[src/sv/sprite_blitter_2x_defines.svh]
// Assertion macros for the sprite blitter.
// Included by the top level; no other dependencies.
`ifndef SPRITE_BLITTER_2X_DEFINES_SVH
`define SPRITE_BLITTER_2X_DEFINES_SVH

`ifndef ASSERT_OFF
// Implication-style property checked on every rising edge outside reset.
`define SBX_ASSERT(label, clk, rst_n, prop) \
	label: assert property (@(posedge clk) disable iff (!(rst_n)) (prop)) \
		else $error("assertion failed");
// Expression that must never be true outside reset.
`define SBX_NEVER(label, clk, rst_n, expr) \
	label: assert property (@(posedge clk) disable iff (!(rst_n)) !(expr)) \
		else $error("forbidden condition seen");
`else
`define SBX_ASSERT(label, clk, rst_n, prop)
`define SBX_NEVER(label, clk, rst_n, expr)
`endif

`endif

[src/sv/sbx_pkg.sv]
// Shared types and register codes for the sprite blitter.
// No dependencies; used by every module of the block.
package sbx_pkg;

	localparam int ROW_W = 32;
	localparam int ADDR_W = 19;

	// register indexes, byte address 4*index
	localparam logic [2:0] REG_ORIGIN_X      = 3'd0;
	localparam logic [2:0] REG_ORIGIN_Y      = 3'd1;
	localparam logic [2:0] REG_SPRITE_WIDTH  = 3'd2;
	localparam logic [2:0] REG_SPRITE_HEIGHT = 3'd3;
	localparam logic [2:0] REG_SCALE_2X      = 3'd4;
	localparam logic [2:0] REG_DRAW_COLOR    = 3'd5;
	localparam logic [2:0] REG_ERASE_MODE    = 3'd6;
	localparam logic [2:0] REG_TARGET_FRAME  = 3'd7;

	typedef struct packed {
		logic [9:0]  origin_x;
		logic [8:0]  origin_y;
		logic [5:0]  sprite_width;
		logic [5:0]  sprite_height;
		logic        scale_2x;
		logic [23:0] draw_color;
		logic        erase_mode;
		logic        target_frame;
	} cfg_t;

	// one classified row, handed from the front to the back
	typedef struct packed {
		logic [ROW_W-1:0]  bits;      // leftmost used pixel at the top bit
		logic [5:0]        cols;      // columns to emit, 1..32
		logic              last_row;
		logic [ADDR_W-1:0] base;      // y * screen width, truncated
		logic              off_y;
	} row_job_t;

endpackage

[src/sv/sbx_front.sv]
// Front end: accepts row words, tracks the row counter and classifies each row.
// Depends on sbx_pkg.
module sbx_front #(
	parameter int SCREEN_WIDTH = 640,
	parameter int SCREEN_HEIGHT = 480,
	parameter int MAX_SPRITE_WIDTH = 32
) (
	input  logic                     clk,
	input  logic                     arst_n,
	input  sbx_pkg::cfg_t            cfg,
	input  logic                     in_valid,
	output logic                     in_ready,
	input  logic [sbx_pkg::ROW_W-1:0] in_bits,
	input  logic                     q_full,
	output logic                     q_push,
	output sbx_pkg::row_job_t        q_job
);

	localparam int WCAP = (MAX_SPRITE_WIDTH < 32) ? MAX_SPRITE_WIDTH : 32;

	logic [4:0] row_q;
	logic [5:0] w_eff;
	logic [5:0] h_eff;
	logic       last_row;
	logic [5:0] row_off;
	logic [9:0] y;
	logic [9:0] y_end;
	logic       accept;

	always_comb begin
		w_eff = (cfg.sprite_width > 6'(WCAP)) ? 6'(WCAP) : cfg.sprite_width;
		if (cfg.sprite_height == 6'd0) begin
			h_eff = 6'd1;
		end else if (cfg.sprite_height > 6'd32) begin
			h_eff = 6'd32;
		end else begin
			h_eff = cfg.sprite_height;
		end
		last_row = ({1'b0, row_q} + 6'd1) >= h_eff;
		row_off = cfg.scale_2x ? {row_q, 1'b0} : {1'b0, row_q};
		y = {1'b0, cfg.origin_y} + {4'b0, row_off};
		y_end = y + {9'b0, cfg.scale_2x};
	end

	assign in_ready = !q_full;
	assign accept = in_valid && in_ready;
	// a row of width zero is consumed but queues nothing
	assign q_push = accept && (w_eff != 6'd0);

	assign q_job.bits = in_bits << (6'd32 - w_eff);
	assign q_job.cols = w_eff;
	assign q_job.last_row = last_row;
	assign q_job.base = {9'b0, y} * sbx_pkg::ADDR_W'(SCREEN_WIDTH);
	assign q_job.off_y = {3'b0, y_end} >= 13'(SCREEN_HEIGHT);

	always_ff @(posedge clk or negedge arst_n) begin
		if (!arst_n) begin
			row_q <= 5'd0;
		end else if (accept) begin
			row_q <= last_row ? 5'd0 : row_q + 5'd1;
		end
	end

endmodule

[src/sv/sbx_queue.sv]
// Two-entry queue of classified rows between the front and the back.
// Depends on sbx_pkg.
module sbx_queue (
	input  logic              clk,
	input  logic              arst_n,
	input  logic              push,
	input  sbx_pkg::row_job_t push_job,
	output logic              full,
	input  logic              pop,
	output logic              valid,
	output sbx_pkg::row_job_t head
);

	sbx_pkg::row_job_t slot_q [2];
	logic       wr_ptr_q;
	logic       rd_ptr_q;
	logic [1:0] count_q;

	assign full = count_q == 2'd2;
	assign valid = count_q != 2'd0;
	assign head = slot_q[rd_ptr_q];

	always_ff @(posedge clk) begin
		if (push) begin
			slot_q[wr_ptr_q] <= push_job;
		end
	end

	always_ff @(posedge clk or negedge arst_n) begin
		if (!arst_n) begin
			wr_ptr_q <= 1'b0;
			rd_ptr_q <= 1'b0;
			count_q <= 2'd0;
		end else begin
			if (push) begin
				wr_ptr_q <= !wr_ptr_q;
			end
			if (pop) begin
				rd_ptr_q <= !rd_ptr_q;
			end
			unique case ({push, pop})
				2'b10: count_q <= count_q + 2'd1;
				2'b01: count_q <= count_q - 2'd1;
				default: count_q <= count_q;
			endcase
		end
	end

endmodule

[src/sv/sbx_back.sv]
// Back end: walks the columns of one queued row and drives the output register.
// Depends on sbx_pkg.
module sbx_back #(
	parameter int SCREEN_WIDTH = 640
) (
	input  logic                       clk,
	input  logic                       arst_n,
	input  sbx_pkg::cfg_t              cfg,
	input  logic                       q_valid,
	input  sbx_pkg::row_job_t          q_head,
	output logic                       q_pop,
	output logic                       out_valid,
	input  logic                       out_ready,
	output logic [sbx_pkg::ADDR_W-1:0] out_address,
	output logic [23:0]                out_color,
	output logic                       out_block,
	output logic                       out_background,
	output logic                       out_frame,
	output logic                       out_off_screen,
	output logic                       out_last_row_col,
	output logic                       out_last_sprite
);

	logic                       busy_q;
	logic [sbx_pkg::ROW_W-1:0]  shift_q;
	logic [5:0]                 left_q;
	logic [10:0]                x_q;
	logic [sbx_pkg::ADDR_W-1:0] base_q;
	logic                       off_y_q;
	logic                       last_row_q;

	logic        advance;
	logic        last_col;
	logic        bg;
	logic [10:0] x_end;

	assign advance = busy_q && (!out_valid || out_ready);
	assign last_col = left_q == 6'd1;
	assign bg = !(shift_q[sbx_pkg::ROW_W-1] && !cfg.erase_mode);
	assign x_end = x_q + {10'b0, cfg.scale_2x};
	// load the next row on the cycle the current one emits its last column
	assign q_pop = q_valid && (!busy_q || (advance && last_col));

	always_ff @(posedge clk or negedge arst_n) begin
		if (!arst_n) begin
			busy_q <= 1'b0;
			out_valid <= 1'b0;
		end else begin
			if (advance) begin
				out_valid <= 1'b1;
			end else if (out_ready) begin
				out_valid <= 1'b0;
			end
			if (q_pop) begin
				busy_q <= 1'b1;
			end else if (advance && last_col) begin
				busy_q <= 1'b0;
			end
		end
	end

	always_ff @(posedge clk) begin
		if (q_pop) begin
			shift_q <= q_head.bits;
			left_q <= q_head.cols;
			x_q <= {1'b0, cfg.origin_x};
			base_q <= q_head.base;
			off_y_q <= q_head.off_y;
			last_row_q <= q_head.last_row;
		end else if (advance) begin
			shift_q <= shift_q << 1;
			left_q <= left_q - 6'd1;
			x_q <= x_q + (cfg.scale_2x ? 11'd2 : 11'd1);
		end
		if (advance) begin
			out_address <= base_q + {8'b0, x_q};
			out_color <= bg ? 24'd0 : cfg.draw_color;
			out_block <= cfg.scale_2x;
			out_background <= bg;
			out_frame <= cfg.target_frame;
			out_off_screen <= off_y_q || ({2'b0, x_end} >= 13'(SCREEN_WIDTH));
			out_last_row_col <= last_col;
			out_last_sprite <= last_col && last_row_q;
		end
	end

endmodule

[src/sv/sprite_blitter_2x.sv]
// Sprite blitter, 1 bit per pixel, optional 2x2 scale. First result is registered in the
// output register after its row word passes the queue and loads into the free column walker.
// Throughput: one result per cycle while m_axis_tready does not stall the output, set by the
// single column walker in the back end; a zero-width row is consumed with no result.
// Reset clears the row counter, queue and output valid and loads register defaults;
// there is no clearing pass.
`include "sprite_blitter_2x_defines.svh"

module sprite_blitter_2x #(
	parameter int SCREEN_WIDTH = 640,
	parameter int SCREEN_HEIGHT = 480,
	parameter int MAX_SPRITE_WIDTH = 32
) (
	input  logic        clk,
	input  logic        arst_n,
	input  logic        psel,
	input  logic        penable,
	input  logic        pwrite,
	input  logic [4:0]  paddr,
	input  logic [31:0] pwdata,
	output logic [31:0] prdata,
	output logic        pready,
	input  logic        s_axis_tvalid,
	output logic        s_axis_tready,
	input  logic [31:0] s_axis_tdata,   // [31:0] row_bits
	output logic        m_axis_tvalid,
	input  logic        m_axis_tready,
	output logic [47:0] m_axis_tdata,   // [18:0] pixel_address, [42:19] pixel_color, rest 0
	output logic [4:0]  m_axis_tuser,   // [0] block_2x2, [1] use_background,
	                                    // [2] frame_select, [3] off_screen, [4] last_in_sprite
	output logic        m_axis_tlast    // last_in_row
);

	sbx_pkg::cfg_t     cfg_q;
	sbx_pkg::row_job_t push_job;
	sbx_pkg::row_job_t head_job;
	logic       q_full;
	logic       q_push;
	logic       q_pop;
	logic       q_valid;
	logic       cfg_write;
	logic [2:0] reg_idx;
	logic [18:0] out_address;
	logic [23:0] out_color;
	logic       out_block;
	logic       out_background;
	logic       out_frame;
	logic       out_off_screen;
	logic       out_last_sprite;

	assign pready = 1'b1;
	assign reg_idx = paddr[4:2];
	assign cfg_write = psel && penable && pwrite && pready;

	always_ff @(posedge clk or negedge arst_n) begin
		if (!arst_n) begin
			cfg_q.origin_x <= 10'd0;
			cfg_q.origin_y <= 9'd0;
			cfg_q.sprite_width <= 6'd12;
			cfg_q.sprite_height <= 6'd8;
			cfg_q.scale_2x <= 1'b1;
			cfg_q.draw_color <= 24'hFFFFFF;
			cfg_q.erase_mode <= 1'b0;
			cfg_q.target_frame <= 1'b0;
		end else if (cfg_write) begin
			unique case (reg_idx)
				sbx_pkg::REG_ORIGIN_X:      cfg_q.origin_x <= pwdata[9:0];
				sbx_pkg::REG_ORIGIN_Y:      cfg_q.origin_y <= pwdata[8:0];
				sbx_pkg::REG_SPRITE_WIDTH:  cfg_q.sprite_width <= pwdata[5:0];
				sbx_pkg::REG_SPRITE_HEIGHT: cfg_q.sprite_height <= pwdata[5:0];
				sbx_pkg::REG_SCALE_2X:      cfg_q.scale_2x <= pwdata[0];
				sbx_pkg::REG_DRAW_COLOR:    cfg_q.draw_color <= pwdata[23:0];
				sbx_pkg::REG_ERASE_MODE:    cfg_q.erase_mode <= pwdata[0];
				sbx_pkg::REG_TARGET_FRAME:  cfg_q.target_frame <= pwdata[0];
				default: ;
			endcase
		end
	end

	always_comb begin
		unique case (reg_idx)
			sbx_pkg::REG_ORIGIN_X:      prdata = {22'b0, cfg_q.origin_x};
			sbx_pkg::REG_ORIGIN_Y:      prdata = {23'b0, cfg_q.origin_y};
			sbx_pkg::REG_SPRITE_WIDTH:  prdata = {26'b0, cfg_q.sprite_width};
			sbx_pkg::REG_SPRITE_HEIGHT: prdata = {26'b0, cfg_q.sprite_height};
			sbx_pkg::REG_SCALE_2X:      prdata = {31'b0, cfg_q.scale_2x};
			sbx_pkg::REG_DRAW_COLOR:    prdata = {8'b0, cfg_q.draw_color};
			sbx_pkg::REG_ERASE_MODE:    prdata = {31'b0, cfg_q.erase_mode};
			sbx_pkg::REG_TARGET_FRAME:  prdata = {31'b0, cfg_q.target_frame};
			default:                    prdata = 32'd0;
		endcase
	end

	sbx_front #(
		.SCREEN_WIDTH(SCREEN_WIDTH),
		.SCREEN_HEIGHT(SCREEN_HEIGHT),
		.MAX_SPRITE_WIDTH(MAX_SPRITE_WIDTH)
	) u_front (
		.clk(clk),
		.arst_n(arst_n),
		.cfg(cfg_q),
		.in_valid(s_axis_tvalid),
		.in_ready(s_axis_tready),
		.in_bits(s_axis_tdata),
		.q_full(q_full),
		.q_push(q_push),
		.q_job(push_job)
	);

	sbx_queue u_queue (
		.clk(clk),
		.arst_n(arst_n),
		.push(q_push),
		.push_job(push_job),
		.full(q_full),
		.pop(q_pop),
		.valid(q_valid),
		.head(head_job)
	);

	sbx_back #(
		.SCREEN_WIDTH(SCREEN_WIDTH)
	) u_back (
		.clk(clk),
		.arst_n(arst_n),
		.cfg(cfg_q),
		.q_valid(q_valid),
		.q_head(head_job),
		.q_pop(q_pop),
		.out_valid(m_axis_tvalid),
		.out_ready(m_axis_tready),
		.out_address(out_address),
		.out_color(out_color),
		.out_block(out_block),
		.out_background(out_background),
		.out_frame(out_frame),
		.out_off_screen(out_off_screen),
		.out_last_row_col(m_axis_tlast),
		.out_last_sprite(out_last_sprite)
	);

	assign m_axis_tdata = {5'b0, out_color, out_address};
	assign m_axis_tuser = {out_last_sprite, out_off_screen, out_frame, out_background, out_block};

	// background copies never carry a color
	`SBX_NEVER(a_bg_no_color, clk, arst_n, m_axis_tvalid && out_background && (out_color != 24'd0))
	// end of sprite only on the last column of a row
	`SBX_ASSERT(a_sprite_end_row, clk, arst_n, m_axis_tvalid && m_axis_tuser[4] |-> m_axis_tlast)
	// the back never pops an empty queue
	`SBX_NEVER(a_pop_empty, clk, arst_n, q_pop && !q_valid)

endmodule
[config.mk]
export PLATFORM = sky130hd
export DESIGN_NAME = sprite_blitter_2x
export DESIGN_NICKNAME = d
export VERILOG_FILES = /design/src/sv/sbx_pkg.sv /design/src/sv/sbx_front.sv /design/src/sv/sbx_queue.sv /design/src/sv/sbx_back.sv /design/src/sv/sprite_blitter_2x.sv
export VERILOG_INCLUDE_DIRS = /design/src /design/src/sv
export SDC_FILE = /design/constraint.sdc
export NUM_CORES = 1
export LEC_CHECK = 0
export BUFFER_PORTS_ARGS = -buffer_cell sky130_fd_sc_hd__buf_2
export CAP_MARGIN = 30
export CELL_PAD_IN_SITES_DETAIL_PLACEMENT = 2
export CELL_PAD_IN_SITES_GLOBAL_PLACEMENT = 2
export CORE_MARGIN = 1
export CORE_UTILIZATION = 36
export DETAILED_ROUTE_END_ITERATION = 7
export MAX_ROUTING_LAYER = met4
export PLACE_DENSITY = 0.84
export SLEW_MARGIN = 20
export SYNTH_ARGS = -nofsm -noshare
export SYNTH_HDL_FRONTEND = slang
export SYNTH_SLANG_ARGS = --single-unit
export TNS_END_PERCENT = 30
[constraint.sdc]
create_clock -name clk -period 3.6 [get_ports clk]
set_input_delay 0.72 -clock clk [delete_from_list [all_inputs] [get_ports clk]]
set_output_delay 0.72 -clock clk [all_outputs]
set_load 0.01 [all_outputs]
==> results.json, run 1 <==
{
  "clockRootBuffer": "clkbuf_16",
  "fin_crit_sh_pct": 107,
  "syn_area_um2": 14500,
  "yosys-top-cells-area": "edfxtp_1 (44%), mux2i_1 (8.1%), dfrtp_1 (7.1%)",
  "cap_violations": 0,
  "io_pins": 165,
  "drc": 0,
  "critPathCaptureType": "register",
  "final_common_cell": "edfxtp_1",
  "synth_top_cell_by_area": "edfxtp_1",
  "layout_common_cells": "edfxtp_1 (215), buf_2 (140), mux2i_1 (118), nand2_1 (98), nor2_1 (87)",
  "p_total_mw": 13.4,
  "power_density_nw_per_um2": 776,
  "violations": "setup timing",
  "path_class": "register to register",
  "synth_cell_type_count": 63,
  "hpwlAfterDp_um": 28700,
  "hp-class": "primary input to asynchronous set/reset pin",
  "first_global_vias": 11000,
  "core_um2": 39700,
  "fin_crit_ps": 3860,
  "drtPass1Iterations": 5,
  "vias": 9926,
  "ys_ff_latch": 285,
  "fill_cells": 3941,
  "area_delta_synth_final_pct": 19.2,
  "arrival_ps": 4160,
  "slew_headroom_pct": 37.3,
  "cts_buffers": 31,
  "setup_ws_ps": -261,
  "path_clk_slew_ps": 70,
  "yosysTopAreaCellShare_pct": 44.4,
  "grt_usage_pct": 21.2,
  "ir_drop_v": 0.000424,
  "crit_path_max_incr_delay_ps": 590,
  "crit_chain": "buf_6 > mux2_4 > ha_4 > a21oi_4 > a2bb2oi_4 > nand2b_1 > a22oi_2 > ha_4 > ha_4 > a21o_1 > a21oi_4 > nor2b_2 > o21ai_2 > nand2b_1 > xor2_2",
  "numPortBuffers": 140,
  "synthArstFlopShare_pct": 24.2,
  "tightest_slew_ps": 940,
  "drv_slew": 0,
  "rows": 73,
  "cts_sinks": 285,
  "grt_pass1_wl_um": 65600,
  "status": "finished, violations left",
  "startpoint_type": "register",
  "cpMostUsedCell": "ha_4",
  "yosys_warnings": 0,
  "dieWidth_um": 203,
  "wl_per_cell_um": 23.1,
  "fin_nets": 1452,
  "setup_viol": 10,
  "wl_um": 43400,
  "avgSynthCellArea_um2": 12.5,
  "antenna_cells": 0,
  "power_leakage_nw": 6.87,
  "grt_overflow_total": 0,
  "clock_path_buffers": 3,
  "skew_ps": 48.0,
  "hold_viol_final": 0,
  "rsz0062_at_grt": "yes",
  "synth_edf_count": 215,
  "hold_buffers": 0,
  "via_per_inst": 5.29,
  "grt_max_degree": 95,
  "required_ps": 3900,
  "path_max_fanout": 5,
  "critPathBufInv": 1,
  "critPathSlowestCell": "dfstp_2",
  "syn_inst": 1162,
  "crit_family": "compound AO/OA/AOI/OAI gates",
  "htreeDepth": 1,
  "drive_gt1_share_pct": 30.5,
  "antenna_left": 0,
  "fin_tns_setup_ps": -1740,
  "gp_congestion": 0.833,
  "clock_latency_ps": 600,
  "synth_flop_cell": "edfxtp_1",
  "die_h_um": 203,
  "dieArea_um2": 41200,
  "initialDrtViolationCount": 571,
  "antenna_found_initial": 0,
  "clock.fmax_ghz": 0.259,
  "start_util_pct": 36.6,
  "cts_tree": "done",
  "synth_seq_area_share_pct": 56.7
}
[power breakdown]
part           leakage, nW  internal [mW]  switching [mW]  total [mW]
Sequential            2.88           4.77           0.533        5.30
Combinational         3.53           2.19            2.89        5.08
Clock                0.461           1.75            1.31        3.06
Total                 6.87           8.71            4.73        13.4
[flip-flops by register name, summed over array words and instances, names as in the netlist, 6 cells and up]
signal	count
u_queue.slot_q	104
cfg_q	58
u_back.shift_q	32
u_back.out_color	24
u_back.out_address	19
u_back.base_q	12
u_back.x_q	11
u_back.left_q	6
[through the flow]
stage	cells	worst slack (ps)	instance area [µm²]	util [%]	hold slack [ps]
2_1_floorplan	1174	-329	14700	-	424
3_3_place_gp	1806	-38.9	15900	40.1	452
3_5_place_dp	1806	-230	15900	40.1	460
4_1_cts	1869	-241	17200	43.2	213
5_1_grt	1876	-347	17300	43.6	272
6_report	1876	-261	17300	43.6	236
[layout make-up]
type,count,area (µm²),share of cell area (%)
Inverter,26,97.6,0.564
Sequential cell,285,8240,47.6
Multi-Input combinational cell,794,6220,35.9
Clock buffer,49,883,5.10
Clock inverter,6,75.1,0.434
Tap cell,525,657,3.79
Timing Repair Buffer,191,1140,6.61
[cell families after synthesis]
| family | synth area share [%] |
|---|---|
| simple gates | 10.6 |
| flops | 56.7 |
| mux | 15.3 |
| compound gates | 6.34 |
| buf+inv | 3.47 |
| xor+xnor | 3.26 |
| fa+ha+maj | 4.25 |
| other cells | 0.0517 |
[synth_stat cells, types with 11 or more instances]
cell type	n
and2_1	48
nand2_1	99
nand3_1	22
ha_1	43
xor2_1	16
dfstp_2	28
edfxtp_1	215
xnor2_1	30
nand2b_1	11
o21ai_0	42
dfrtp_1	41
nor2_1	92
a21oi_1	65
inv_1	21
nor2b_1	13
mux2i_1	118
mux2_2	77
clkbuf_1	26
buf_4	21
[routing by layer]
layer / routed length, µm / GRT usage (%) / up-vias
met5: 0 / - / -
met2: 23700 / 39.0 / 206
li1: - / - / 4522
met4: 1010 / 5.88 / 0
met1: 17400 / 24.2 / 5130
met3: 1260 / 2.17 / 68
[timing repair]
item	CTS	global route
resized for setup	32	17
setup endpoints to repair	8	10
pin swaps	27	25
buffers inserted	8	7
gates cloned	0	0
[final timing paths]
kind / startpoint / to / slack [ps] / depth (start not counted)
setup / recovery: cfg_q[26]$_DFFE_PN1P_ / u_queue.slot_q[1][10]$_DFFE_PP_ / -260 / 15
hold / removal: arst_n / cfg_q[41]$_DFFE_PN0P_ / 240 / 1
setup reg to reg: cfg_q[26]$_DFFE_PN1P_ / u_queue.slot_q[1][10]$_DFFE_PP_ / -260 / 15
hold reg to reg: cfg_q[0]$_DFFE_PN0P_ / u_back.out_frame$_DFFE_PP_ / 470 / 0
max in group asynchronous: arst_n / cfg_q[12]$_DFFE_PN1P_ / 2620 / 2
min in group clk: pwdata[17] / cfg_q[19]$_DFFE_PN1P_ / 360 / 2
No activity file was read; power rests on OpenSTA's default activity.
==> run 2, diff against run 1 <==
--- a/config.mk
+++ b/config.mk
@@ -15,6 +15,7 @@
 export DETAILED_ROUTE_END_ITERATION = 7
 export MAX_ROUTING_LAYER = met4
 export PLACE_DENSITY = 0.84
+export RECOVER_POWER = 100
 export SLEW_MARGIN = 20
 export SYNTH_ARGS = -nofsm -noshare
 export SYNTH_HDL_FRONTEND = slang
==> constraint.sdc (replaced) <==
create_clock -name clk -period 3.2 [get_ports clk]
set_input_delay 0.64 -clock clk [delete_from_list [all_inputs] [get_ports clk]]
set_output_delay 0.64 -clock clk [all_outputs]
set_load 0.01 [all_outputs]
==> run 2 against run 1 <==
The run still ends with setup timing left. Critical path depth is 2 lower. Sequential share of layout area is 0.87 points lower. First-iteration DRC count is 13% lower. Non-clock buffer count is 20 higher.
==> results.json, run 2 (synthesis results as in run 1) <==
{
  "grt_max_degree": 58,
  "regArea_um2": 8240,
  "fin_nets": 1476,
  "fill_cells": 3966,
  "via_per_inst": 5.37,
  "gp_congestion": 0.855,
  "die_h_um": 203,
  "drtPass1Iterations": 4,
  "cts_buffers": 35,
  "clock.fmax_ghz": 0.253,
  "path_max_fanout": 5,
  "arrival_ps": 4200,
  "crit_chain": "mux2_4 > fa_2 > a21o_1 > a21oi_4 > o21bai_4 > a21oi_2 > nor2_2 > xor2_2 > ha_1 > ha_4 > or3_1 > o211ai_1 > xnor2_1",
  "hold_viol_final": 0,
  "grt_pass1_wl_um": 71800,
  "antenna_left": 0,
  "place_inst": 1833,
  "rsz0062_at_grt": "yes",
  "pre_cts_ws_ps": -606,
  "path_clk_slew_ps": 60,
  "antenna_cells": 0,
  "tightest_slew_ps": 887,
  "vias": 10200,
  "setup_ws_ps": -745,
  "final_util_pct": 44.4,
  "critPathSlowestCell": "dfstp_2",
  "layout.cells.non_filler": 1905,
  "reg.largest.list": "u_queue.slot_q: 104 flops, cfg_q: 58 flops, u_back.shift_q: 32 flops",
  "area_delta_synth_final_pct": 21.4,
  "clockRootBuffer": "clkbuf_16",
  "cap_violations": 0,
  "slew_headroom_pct": 40.9,
  "cts_tree": "done",
  "required_ps": 3450,
  "fin_crit_sh_pct": 123,
  "skew_ps": 26.6,
  "grt_overflow_total": 0,
  "dieArea_um2": 41200,
  "final_common_cell": "edfxtp_1",
  "wl_um": 48500,
  "initialDrtViolationCount": 494,
  "htreeDepth": 2,
  "critPathCaptureType": "register",
  "clock_path_buffers": 3,
  "fin_tns_setup_ps": -6870,
  "drv_slew": 0,
  "multiInputGateArea_um2": 6220,
  "power_leakage_nw": 7.07,
  "drc": 0,
  "fin_crit_ps": 3940,
  "setup_viol": 14,
  "numPortBuffers": 140,
  "clock_latency_ps": 540,
  "crit_path_max_incr_delay_ps": 600,
  "status": "finished, violations left",
  "largest_register_ffs": 104,
  "hpwlAfterDp_um": 31100,
  "startpoint_type": "register",
  "violations": "setup timing",
  "first_global_vias": 11700,
  "core_um2": 39700,
  "power_density_nw_per_um2": 907,
  "hp-class": "primary input to register",
  "drive_gt1_share_pct": 31.3,
  "dieWidth_um": 203,
  "layout_common_cells": "edfxtp_1 (215), buf_2 (139), mux2i_1 (118), nand2_1 (98), nor2_1 (86)",
  "p_total_mw": 16.0,
  "path_class": "register to register",
  "top_register": "u_queue.slot_q",
  "grt_usage_pct": 23.7,
  "antenna_found_initial": 0,
  "rows": 73,
  "wl_per_cell_um": 25.5,
  "start_util_pct": 36.6,
  "cts_sinks": 285,
  "io_pins": 165,
  "ir_drop_v": 0.000354
}
==> run 2: changes by cell type in the layout (fill, tap and decap cells not counted), sizes merged, moves of 2 or more <==
cell,delta
inv,+3
clkbuf,+6
bufinv,+2
buf,+17
==> run 2: through the flow <==
stage | instance area, µm² | hold WS (ps)
finish | 17600 | 353
global route | 17600 | 346
CTS | 17500 | 331
detailed placement | 16200 | 487
global placement | 16200 | 467
floorplan | 14700 | 344
==> run 2: power by group <==
group	leakage (nW)	internal, mW	switching, mW
sequential	2.88	5.36	0.611
combinational	3.66	2.62	3.47
clock	0.530	2.32	1.61
total	7.07	10.3	5.69
==> run 2: final timing paths <==
kind                                  startpoint  slack (ps)                         endpoint  cells after the start
setup / recovery           cfg_q[26]$_DFFE_PN1P_        -740  u_queue.slot_q[1][11]$_DFFE_PP_                     13
hold / removal                        pwdata[15]         350            cfg_q[17]$_DFFE_PN1P_                      2
setup reg to reg           cfg_q[26]$_DFFE_PN1P_        -740  u_queue.slot_q[1][11]$_DFFE_PP_                     13
hold reg to reg             cfg_q[0]$_DFFE_PN0P_         480       u_back.out_frame$_DFFE_PP_                      0
max in group asynchronous                 arst_n        1580             cfg_q[4]$_DFFE_PN1P_                      3
min in group asynchronous                 arst_n         740            cfg_q[57]$_DFFE_PN0P_                      2
==> run 2: area by class of cell <==
| cell class | count | share of cell area [%] |
|---|---|---|
| repair buffers | 211 | 7.50 |
| well taps | 525 | 3.72 |
| inverters | 26 | 0.553 |
| flip-flops and latches | 285 | 46.7 |
| clock inverters | 11 | 0.809 |
| clock buffers | 53 | 5.41 |
| multi-input cells | 794 | 35.3 |
==> run 2: critical path: cells and delay by family (launching register included) <==
family	cells	cell delay [ps]
AO/OA/AOI/OAI	5	1040
adder cells (fa/ha/maj)	3	920
flip-flops	1	600
AND/OR/NAND/NOR	2	470
multiplexers	1	360
XOR/XNOR	2	280
==> run 2: per-layer routing <==
layer | wire length [µm] | GRT usage, % | part of all wire [%]
met5 | 0 | - | 0
met4 | 1710 | 8.59 | 3.5
met3 | 1490 | 2.97 | 3.1
met2 | 26700 | 44.2 | 55
met1 | 18700 | 25.6 | 39
==> run 2: timing repair <==
item | 4_1_cts | 5_1_grt
resized for setup | 19 | 21
setup buffers | 2 | 5
hold endpoints to repair | 1 | 0
hold buffers | 1 | 0
pin swaps | 13 | 16
setup endpoints to repair | 16 | 26
==> run 3, diff against run 2 <==
--- a/config.mk
+++ b/config.mk
@@ -6,15 +6,16 @@
 export SDC_FILE = /design/constraint.sdc
 export NUM_CORES = 1
 export LEC_CHECK = 0
+export ABC_AREA = 1
 export BUFFER_PORTS_ARGS = -buffer_cell sky130_fd_sc_hd__buf_2
 export CAP_MARGIN = 30
 export CELL_PAD_IN_SITES_DETAIL_PLACEMENT = 2
 export CELL_PAD_IN_SITES_GLOBAL_PLACEMENT = 2
 export CORE_MARGIN = 1
-export CORE_UTILIZATION = 36
+export CORE_UTILIZATION = 33
 export DETAILED_ROUTE_END_ITERATION = 7
 export MAX_ROUTING_LAYER = met4
-export PLACE_DENSITY = 0.84
+export PLACE_DENSITY = 0.83
 export RECOVER_POWER = 100
 export SLEW_MARGIN = 20
 export SYNTH_ARGS = -nofsm -noshare
==> run 3 against run 2 <==
The flow finishes with violations (DRC, capacitance limit, slew limit, setup timing). Die area increased by 8.0%. Largest cell class unchanged. Power increased by 7.5%. Clock-buffer cell count fell by 14. Critical path depth grew 4. Highest routed layer unchanged.
==> results.json, run 3 <==
{
  "status": "finished, violations left",
  "violations": "DRC, capacitance limit, slew limit, setup timing",
  "ir_drop_v": 0.000427,
  "drive_gt1_share_pct": 23.2,
  "power_density_nw_per_um2": 976,
  "synth_cell_type_count": 43,
  "ff2ff_path_depth": 17,
  "slew_headroom_pct": -30.0,
  "startpoint_type": "register",
  "hpwlAfterDp_um": 32100,
  "dpl-instance-area_um2": 15900,
  "place_inst": 2218,
  "cp-endpoint": "u_queue.slot_q[0][12]$_DFFE_PP_",
  "grt_usage_pct": 23.3,
  "wl_um": 52800,
  "fin_nets": 1806,
  "avgSynthCellArea_um2": 9.49,
  "arrival_ps": 3880,
  "dieWidth_um": 211,
  "critPathSlowestCell": "dfstp_4",
  "hp-class": "primary input to register",
  "clockRootBuffer": "clkbuf_16",
  "crit_chain": "buf_6 > nand2_2 > o21ai_2 > ha_4 > inv_1 > o21bai_2 > buf_4 > nand2_2 > nand2_1 > nand2_2 > nand2_2 > ha_4 > ha_4 > inv_1 > nor3_2 > a21oi_2 > xor2_1",
  "layout_common_cells": "nand2_1 (324), nand3_1 (238), edfxtp_1 (215), buf_2 (139), nor2_1 (138)",
  "drtPass1Iterations": 7,
  "cpMostUsedCell": "nand2_2",
  "first_global_vias": 13200,
  "yosysMostFrequentCell": "nand2_1",
  "final_common_cell": "nand2_1",
  "p_seq_share_pct": 37.7,
  "rows": 76,
  "largest_register_ffs": 104,
  "reg2reg_to": "u_queue.slot_q[0][12]$_DFFE_PP_",
  "pre_cts_ws_ps": -271,
  "netSwitchingPower_mw": 6.92,
  "critPathBufInv": 4,
  "via_per_inst": 5.30,
  "yosys_warnings": 0,
  "path_clk_slew_ps": 70,
  "antenna_left": 0,
  "gp_congestion": 0.860,
  "worst-path-stages": 17,
  "dieArea_um2": 44400,
  "startpoint": "cfg_q[26]$_DFFE_PN1P_",
  "fin_crit_ps": 3580,
  "core_um2": 43100,
  "fin_crit_sh_pct": 112,
  "antenna_found_initial": 0,
  "critPathCaptureType": "register",
  "p_comb_share_pct": 40.4,
  "required_ps": 3500,
  "grt_pass1_wl_um": 77500,
  "drc": 1,
  "cts_tree": "done",
  "clock_path_buffers": 3,
  "cap_violations": 1,
  "grt_max_degree": 75,
  "path_max_fanout": 8,
  "reg.largest.list": "u_queue.slot_q: 104 flops, cfg_q: 58 flops, u_back.shift_q: 32 flops",
  "syn_inst": 1516,
  "numPortBuffers": 140,
  "p_clk_share_pct": 21.8,
  "layout.cells.non_filler": 2293,
  "crit_family": "simple AND/OR/NAND/NOR gates",
  "swShare_pct": 40.2,
  "netlist_top_cells_count": "nand2_1 (346), nand3_1 (244), edfxtp_1 (215)",
  "r2r_start": "cfg_q[26]$_DFFE_PN1P_",
  "vias": 12100,
  "p_total_mw": 17.2,
  "io_pins": 165,
  "yosysTopAreaCellShare_pct": 44.9,
  "start_util_pct": 33.4,
  "clock_latency_ps": 590,
  "tightest_slew_ps": 1950,
  "setup_ws_ps": -381,
  "drv_slew": 70,
  "initialDrtViolationCount": 583,
  "skew_ps": 36.7,
  "cts_buffers": 31,
  "synth_flop_cell": "edfxtp_1",
  "p_int_mw": 10.3,
  "crit_path_max_incr_delay_ps": 720,
  "ys_ff_latch": 285,
  "setup_viol": 12,
  "path_class": "register to register",
  "synth_edf_count": 215,
  "die_h_um": 211,
  "cts_sinks": 285,
  "r2r_slack_ps": -380,
  "synth_top_cell_by_area": "edfxtp_1",
  "power_leakage_nw": 7.50,
  "fin_area_um2": 17600,
  "wl_per_cell_um": 23.0,
  "rsz0062_at_grt": "yes",
  "synthArstFlopShare_pct": 24.2,
  "antenna_cells": 0,
  "syn_area_um2": 14400,
  "htreeDepth": 1,
  "yosys-top-cells-area": "edfxtp_1 (45%), nand2_1 (9.0%), nand3_1 (8.5%)",
  "area_delta_synth_final_pct": 22.5,
  "clock.fmax_ghz": 0.279,
  "top_register": "u_queue.slot_q",
  "synth_seq_area_share_pct": 57.2,
  "hold_viol_final": 0,
  "hold_depth": 3,
  "grt_overflow_total": 0
}
==> run 3: worst register-to-register path, stage by stage, from the launching register on <==
cell and delay, ps:
dfstp_4 720, buf_6 160, nand2_2 60, o21ai_2 100
ha_4 170, inv_1 100, o21bai_2 220, buf_4 170
nand2_2 90, nand2_1 170, nand2_2 100, nand2_2 150
ha_4 230, ha_4 310, inv_1 70, nor3_2 200
a21oi_2 90, xor2_1 180
==> run 3: power groups by stage <==
stage	Sequential (mW)	Clock (mW)	Combinational, mW
after floorplan	6.38	0	3.78
after global placement	6.35	0	5.67
after detailed placement	6.47	0	6.13
after CTS	6.44	3.77	6.49
after global routing	6.59	3.93	7.54
final	6.49	3.75	6.95
==> run 3: timing repair <==
item | CTS | global route
cloned | 0 | 0
gates resized for setup | 66 | 53
setup buffers | 8 | 7
pin swaps | 32 | 40
hold endpoints to repair | 0 | 0
hold buffers | 0 | 0
endpoints found under the setup margin | 14 | 14
==> run 3: area by class of cell <==
cell class	instances	area [µm²]
Tap cell	585	732
Sequential cell	285	8240
Clock buffer	39	836
Inverter	116	445
Timing Repair Buffer	210	1290
Multi-Input combinational cell	1039	5880
Clock inverter	19	206
Fill cell	4644	25400
==> run 3: routing by layer <==
| metal | vias to the layer above | share of wire [%] | global-route usage, % | wire length [µm] |
|---|---|---|---|---|
| li1 | 5479 | - | - | - |
| met3 | 131 | 3.6 | 2.82 | 1910 |
| met1 | 6202 | 40 | 26.5 | 21000 |
| met2 | 337 | 53 | 41.9 | 28100 |
| met4 | 0 | 3.4 | 8.30 | 1790 |
| met5 | - | 0 | - | 0 |
==> run 3: cells by family (layout without fill, tap and decap cells) <==
logic type               count (synthesis)  after routing  share of synthesized area, %
other                                    2             14                        0.0522
AO/OA/AOI/OAI                          169            169                          6.78
AND/OR/NAND/NOR                        763            763                          22.6
XOR/XNOR                                46             46                          2.80
buffers and inverters                  204            384                          6.26
adder cells (fa/ha/maj)                 47             47                          4.30
flip-flops                             285            285                          57.2
==> run 3: metrics by stage <==
stage          TNS, ps  hold slack, ps  util, %
6_report         -3380             294     40.9
5_1_grt          -4030             300     40.9
4_1_cts           -468            87.9     40.2
3_5_place_dp     -2710             467     36.8
3_3_place_gp      -709             437     36.8
2_1_floorplan    -9310             344        -
==> run 3: worst min path at each step <==
stage	from	endpoint	slack (ps)
floorplan	arst_n	cfg_q[0]$_DFFE_PN0P_	340
global placement	cfg_q[0]$_DFFE_PN0P_	u_back.out_frame$_DFFE_PP_	440
detailed placement	cfg_q[0]$_DFFE_PN0P_	u_back.out_frame$_DFFE_PP_	470
CTS	arst_n	cfg_q[28]$_DFFE_PN0P_	90
global route	pwdata[23]	cfg_q[25]$_DFFE_PN1P_	300
finish	pwdata[23]	cfg_q[25]$_DFFE_PN1P_	290
